## src/design/isort_pkg.sv

```systemverilog
// shared types for the insertion sorter: controller states, command and status bundles
package isort_pkg;

  // controller states, one-hot
  typedef enum logic [1:0] {
    ST_LOAD  = 2'b01,
    ST_DRAIN = 2'b10
  } state_t;

  // commands from controller to datapath
  typedef struct packed {
    logic insert;     // take the incoming key into the store
    logic shift_out;  // head item taken, shift store toward the head
    logic clear;      // set is finished, clear the drop flag
  } cmd_t;

  // status from datapath to controller
  typedef struct packed {
    logic last_one;   // store holds exactly one key
  } status_t;

endpackage

```

## src/design/isort_datapath.sv

```systemverilog
// compare-and-shift key store with count, drop flag and order register
module isort_datapath #(
  parameter int MAX_KEYS = 32,
  parameter int KEY_BITS = 32
) (
  input  logic                       clk,
  input  logic                       rst,
  input  logic                       cfg_write,
  input  logic                       cfg_data,
  input  logic signed [KEY_BITS-1:0] key_in,
  input  isort_pkg::cmd_t            cmd,
  output isort_pkg::status_t         status,
  output logic signed [KEY_BITS-1:0] key_out,
  output logic                       overflow
);
  import isort_pkg::*;

  localparam int CNT_W = $clog2(MAX_KEYS + 1);

  logic signed [KEY_BITS-1:0] cells [MAX_KEYS];
  logic [CNT_W-1:0]           count;
  logic                       dropped;
  logic                       descending;
  logic                       full;
  logic [MAX_KEYS-1:0]        gt;

  assign full = (count == CNT_W'(MAX_KEYS));

  // per-cell compare: stored key moves behind the new key
  always_comb begin
    for (int i = 0; i < MAX_KEYS; i++) begin
      gt[i] = (CNT_W'(i) < count) &&
              (descending ? (cells[i] < key_in) : (cells[i] > key_in));
    end
  end

  // one cell of the store per position
  for (genvar g = 0; g < MAX_KEYS; g++) begin : g_cell
    logic                       prev_gt;
    logic signed [KEY_BITS-1:0] prev_key;
    logic signed [KEY_BITS-1:0] shift_key;
    logic                       wr_en;

    if (g == 0) begin : g_head
      assign prev_gt  = 1'b0;
      assign prev_key = key_in;
    end else begin : g_body
      assign prev_gt  = gt[g-1];
      assign prev_key = cells[g-1];
    end

    if (g == MAX_KEYS - 1) begin : g_tail
      assign shift_key = cells[g];
    end else begin : g_mid
      assign shift_key = cells[g+1];
    end

    // write when a key moves in from the left or the new key lands here
    assign wr_en = (CNT_W'(g) <= count) && (prev_gt || gt[g] || (CNT_W'(g) == count));

    always_ff @(posedge clk) begin
      if (cmd.insert && !full && wr_en) begin
        cells[g] <= prev_gt ? prev_key : key_in;
      end else if (cmd.shift_out) begin
        cells[g] <= shift_key;
      end
    end
  end

  // key count
  always_ff @(posedge clk) begin
    if (rst) begin
      count <= '0;
    end else if (cmd.insert && !full) begin
      count <= count + CNT_W'(1);
    end else if (cmd.shift_out) begin
      count <= count - CNT_W'(1);
    end
  end

  // drop flag
  always_ff @(posedge clk) begin
    if (rst) begin
      dropped <= 1'b0;
    end else if (cmd.clear) begin
      dropped <= 1'b0;
    end else if (cmd.insert && full) begin
      dropped <= 1'b1;
    end
  end

  // sort order register
  always_ff @(posedge clk) begin
    if (rst) begin
      descending <= 1'b0;
    end else if (cfg_write) begin
      descending <= cfg_data;
    end
  end

  assign status.last_one = (count == CNT_W'(1));
  assign key_out         = cells[0];
  assign overflow        = dropped;

endmodule

```

## src/design/isort_ctrl.sv

```systemverilog
// controller: load keys until the closing item, then drain the sorted set
module isort_ctrl (
  input  logic               clk,
  input  logic               rst,
  input  logic               in_valid,
  output logic               in_ready,
  input  logic               in_last,
  output logic               out_valid,
  input  logic               out_ready,
  output logic               out_last,
  input  isort_pkg::status_t status,
  output isort_pkg::cmd_t    cmd
);
  import isort_pkg::*;

  state_t state;
  state_t state_next;

  // handshake and commands
  always_comb begin
    in_ready      = (state == ST_LOAD);
    out_valid     = (state == ST_DRAIN);
    out_last      = (state == ST_DRAIN) && status.last_one;
    cmd.insert    = in_ready && in_valid;
    cmd.shift_out = out_valid && out_ready;
    cmd.clear     = cmd.shift_out && status.last_one;
  end

  // next state
  always_comb begin
    state_next = state;
    unique case (state)
      ST_LOAD: begin
        if (in_valid && in_last) begin
          state_next = ST_DRAIN;
        end
      end
      ST_DRAIN: begin
        if (out_ready && status.last_one) begin
          state_next = ST_LOAD;
        end
      end
      default: state_next = ST_LOAD;
    endcase
  end

  always_ff @(posedge clk) begin
    if (rst) begin
      state <= ST_LOAD;
    end else begin
      state <= state_next;
    end
  end

endmodule

```

## src/design/insertion_sorter_core.sv

```systemverilog
// insertion sorter top level: one key inserted per cycle while loading, sorted set emitted one
// item per cycle while out_ready is high; a key is taken every cycle while loading; a parallel
// compare in every store cell places it; the set drains from the head cell, the first item in
// the cycle after the closing key is taken; no input is taken while a set drains
// synchronous reset empties the store, clears the drop flag and selects ascending order
module insertion_sorter_core #(
  parameter int MAX_KEYS = 32,
  parameter int KEY_BITS = 32
) (
  input  logic                       clk,
  input  logic                       rst,
  input  logic                       cfg_write,
  input  logic                       cfg_data,
  input  logic                       in_valid,
  output logic                       in_ready,
  input  logic signed [KEY_BITS-1:0] key_in,
  input  logic                       in_last,
  output logic                       out_valid,
  input  logic                       out_ready,
  output logic signed [KEY_BITS-1:0] key_out,
  output logic                       out_last,
  output logic                       overflow
);
  import isort_pkg::*;

  cmd_t    cmd;
  status_t status;

  // sequencing
  isort_ctrl u_ctrl (
    .clk       (clk),
    .rst       (rst),
    .in_valid  (in_valid),
    .in_ready  (in_ready),
    .in_last   (in_last),
    .out_valid (out_valid),
    .out_ready (out_ready),
    .out_last  (out_last),
    .status    (status),
    .cmd       (cmd)
  );

  // key store
  isort_datapath #(
    .MAX_KEYS (MAX_KEYS),
    .KEY_BITS (KEY_BITS)
  ) u_datapath (
    .clk       (clk),
    .rst       (rst),
    .cfg_write (cfg_write),
    .cfg_data  (cfg_data),
    .key_in    (key_in),
    .cmd       (cmd),
    .status    (status),
    .key_out   (key_out),
    .overflow  (overflow)
  );

endmodule
```

## config.mk

```make
export PLATFORM = sky130hd
export DESIGN_NAME = insertion_sorter_core
export DESIGN_NICKNAME = d
export VERILOG_FILES = /design/src/design/isort_pkg.sv /design/src/design/isort_datapath.sv /design/src/design/isort_ctrl.sv /design/src/design/insertion_sorter_core.sv
export SDC_FILE = /design/constraint.sdc
export NUM_CORES = 2
export LEC_CHECK = 0
export BUFFER_PORTS_ARGS = -buffer_cell sky130_fd_sc_hd__buf_2
export CORE_UTILIZATION = 70
export CTS_BUF_LIST = sky130_fd_sc_hd__clkbuf_2
export DETAILED_ROUTE_END_ITERATION = 12
export PLACE_DENSITY = 0.85
export REMOVE_ABC_BUFFERS = 1
export SLEW_MARGIN = 20
export SYNTH_ARGS = -nofsm -noshare
export SYNTH_HDL_FRONTEND = slang
export SYNTH_SLANG_ARGS = --single-unit
```

## constraint.sdc

```tcl
create_clock -name clk -period 13 [get_ports clk]
set_clock_uncertainty 0.1 [all_clocks]
set_input_delay 0.65 -clock clk [delete_from_list [all_inputs] [get_ports clk]]
set_output_delay 0.65 -clock clk [all_outputs]
set_load 0.02 [all_outputs]
```

==> results.sh <==
export IMPL_ys_seq_area_frac=0.406
export IMPL_cts_resized_gates=0
export IMPL_met2_usage=0.672
export IMPL_ys_async_sr_fraction=0
export IMPL_placedCellCount=8689
export IMPL_crit_family="buffers and inverters"
export IMPL_cpMaxStageDelayCell="nor4_1"
export IMPL_nFillCells=7579
export IMPL_antenna_found_initial=11
export IMPL_cap_violations=0
export IMPL_ir_worst_vdd_v=0.0000847
export IMPL_htreeDepth=5
export IMPL_cts_tree="done"
export IMPL_max_slew_margin=0.186
export IMPL_clockBufferDepth=4
export IMPL_drt_iter0_drc=10200
export IMPL_crit_buf_inv=6
export IMPL_report_final_slew_viol_count=0
export IMPL_grt_pass1_vias=65300
export IMPL_nNetsFinal=8706
export IMPL_path_cells="dlygate4sd3_1, buf_2, inv_1, buf_4, ha_1, nand4_1, nor4_1, o21ai_1, o211ai_1, a21oi_1, mux2i_1, mux2i_4, buf_4, a211oi_1, o31ai_4, buf_4"
export IMPL_post_drt_wl_per_cell_um=27.7
export IMPL_dp_hpwl_um=183000
export IMPL_cts_sinks=1034
export IMPL_synthTopCellsByArea="edfxtp_1 40%, ha_1 17%, mux2i_1 8.2%"
export IMPL_cpMostUsedCell="buf_4"
export IMPL_path_max_fanout=34
export IMPL_initial_core_util=0.710
export IMPL_die_area_sq_mm=0.110
export IMPL_drc=0
export IMPL_power_density_mw_per_mm2=92.1
export IMPL_coreArea_sq_mm=0.108
export IMPL_drive_above_1_share=0.102
export IMPL_setup_violations=0
export IMPL_grt_util_all_layers=0.453
export IMPL_grt_max_degree=183
export IMPL_critical_path_max_stage_delay_ns=0.95
export IMPL_rsz0062_at_grt="false"
export IMPL_path_clk_slew_ns=0.12
export IMPL_vias=68000
export IMPL_viasPerCell=7.34
export IMPL_yosys_warnings=0
export IMPL_synth_cell_types=84
export IMPL_critPathLaunchType="input port"
export IMPL_port_buffers=74
export IMPL_met1_usage=0.614
export IMPL_die_w_um=332
export IMPL_synth_ff_type="edfxtp_1"
export IMPL_row_count=120
export IMPL_worstSkewPairLatency_ns=1.68
export IMPL_yosys_area_top_type="edfxtp_1"
export IMPL_gp_congestion=1.12
export IMPL_synth_edf_count=1024
export IMPL_syn_to_final_growth_pct=6.46
export IMPL_grt_busiest_layer="met2"
export IMPL_tightest_slew_ns=1.22
export IMPL_cts_setup_buffers=0
export IMPL_yosysTopAreaCellShare=0.403
export IMPL_end_kind="register"
export IMPL_pin_count=75
export IMPL_die_h_um=332
export IMPL_tns_ns=0
export IMPL_critPathRequiredTime_ns=14.09
export IMPL_met3_usage=0.123
export IMPL_antenna_left=0
export IMPL_p_leak_nw=32.8
export IMPL_finalCritPeriodShare=0.451
export IMPL_stdcell_count=9265
export IMPL_synth_seq_cells=1034
export IMPL_wirelength_um=257000
export IMPL_syn_inst=7582
export IMPL_overflow=0
export IMPL_fmax_mhz=170
export IMPL_cts_root_buffer_cell="clkbuf_2"
export IMPL_grt_pass1_wl_um=385000
export IMPL_final_hold_viol_count=0
export IMPL_fin_crit_ns=5.87
export IMPL_hold_class="input port to register"
export IMPL_avgSynthCellArea_sq_um=10.1
export IMPL_status="finished, final reports clean"
export IMPL_crit_type="input port to register"
export IMPL_firstDrtPassIters=7
export IMPL_netlist_area_sq_mm=0.0763
export IMPL_cts_made_buffers=302
export IMPL_cp_arrival_ns=6.96
==> layout by cell type, fill, tap and decap left out, drive strengths merged, types with 31 or more instances in the layout <==
master and instances:
o211ai 84, buf 243, clkinv 65, inv 108
or4 38, mux2 43, clkbuf 446, nand2 957
nor2 536, mux2i 631, edfxtp 1024, and3 71
o21a 31, a21oi 616, o21ai 566, a211oi 38
a221o 257, and4 36, nand4 199, a21o 189
nor2b 47, nor3 47, ha 1028, o31ai 44
dlygate4sd3 46, nand3 161
==> sequential cells by signal (all words and copies together) (netlist names) <==
register / flops
u_datapath.overflow: 1
u_datapath.descending: 1
u_datapath.count: 6
u_ctrl.state: 2
u_datapath.cells: 1024
==> cells by family (layout without fill, tap and decap cells) <==
logic type / count (synthesis) / count (layout) / share of synthesized area
AO/OA/AOI/OAI: 1996 / 1996 / 0.169
XOR/XNOR: 13 / 13 / 0.00149
adder cells (fa/ha/maj): 1028 / 1028 / 0.169
buffers and inverters: 641 / 914 / 0.0364
flip-flops: 1034 / 1034 / 0.406
multiplexers: 674 / 674 / 0.0894
other: 0 / 7 / 0
AND/OR/NAND/NOR: 2196 / 2196 / 0.130
==> synthesized netlist by cell type (all sizes together) (119+ instances only) <==
| cell type | instances |
|---|---|
| nand2 | 957 |
| o21ai | 566 |
| a21oi | 616 |
| buf | 119 |
| ha | 1028 |
| nand3 | 161 |
| clkbuf | 417 |
| nor2 | 536 |
| mux2i | 631 |
| edfxtp | 1024 |
| a221o | 257 |
| a21o | 189 |
| nand4 | 199 |
==> per-layer routing <==
layer / share of wire / up-vias
li1: - / 29300
met1: 0.38 / 32100
met2: 0.43 / 5538
met3: 0.14 / 1022
met4: 0.051 / 16
met5: 0.00082 / -
==> path summary, 6_finish.rpt <==
| kind | cells past startpoint | start | slack, ns | to |
|---|---|---|---|---|
| worst max-delay path | 16 | key_in[12] | 7.13 | u_datapath.cells[0][134] |
| worst min-delay path | 4 | key_in[3] | 0.14 | u_datapath.cells[3][3] |
| worst max register to register | 12 | u_datapath.cells[0][110] | 7.46 | u_datapath.cells[0][134] |
| worst min register to register | 1 | u_datapath.cells[2][137] | 0.46 | u_datapath.cells[2][105] |
==> area by class of cell <==
| class | count | area, sq um | share of cell area |
|---|---|---|---|
| Timing Repair Buffer | 289 | 2220 | 0.0273 |
| Sequential cell | 1034 | 31000 | 0.381 |
| Multi-Input combinational cell | 5907 | 43200 | 0.532 |
| Inverter | 105 | 394 | 0.00485 |
| Tap cell | 1403 | 1760 | 0.0216 |
| Clock buffer | 446 | 2230 | 0.0275 |
| Antenna cell | 7 | 17.5 | 0.000216 |
| Clock inverter | 74 | 438 | 0.00539 |
==> per-stage QoR <==
stage	area [sq um]	utilization	setup WS, ns	power (mW)	hold WS, ns
6_report	81300	0.756	7.13	7.48	0.141
5_1_grt	81200	0.756	7.20	7.71	0.0432
4_1_cts	81100	0.754	7.52	7.41	0.00539
3_5_place_dp	78000	0.725	6.45	4.93	0.435
3_3_place_gp	77900	0.725	6.56	4.87	0.405
2_1_floorplan	73900	-	-15.70	4.58	0.429
==> where the power goes <==
| part | internal [mW] | switching (mW) | total, mW |
|---|---|---|---|
| registers | 3.73 | 0.0564 | 3.79 |
| logic | 0.414 | 0.715 | 1.13 |
| clock network | 1.02 | 1.54 | 2.56 |
==> worst register-to-register path: stages, from the launching register on <==
cell and delay (ns):
edfxtp_1 0.47, ha_1 0.34, nand4_1 0.19, nor4_1 0.95, o21ai_1 0.31, o211ai_1 0.34
a21oi_1 0.19, mux2i_1 0.39, mux2i_4 0.31, buf_4 0.58, a211oi_1 0.17, o31ai_4 0.22
buf_4 0.54
==> what timing repair did <==
item,in CTS,in global routing
endpoints found under the hold margin,702,0
setup endpoints to repair,0,0
hold buffers,46,0
Note: power is estimated with default switching activity, not from simulation.
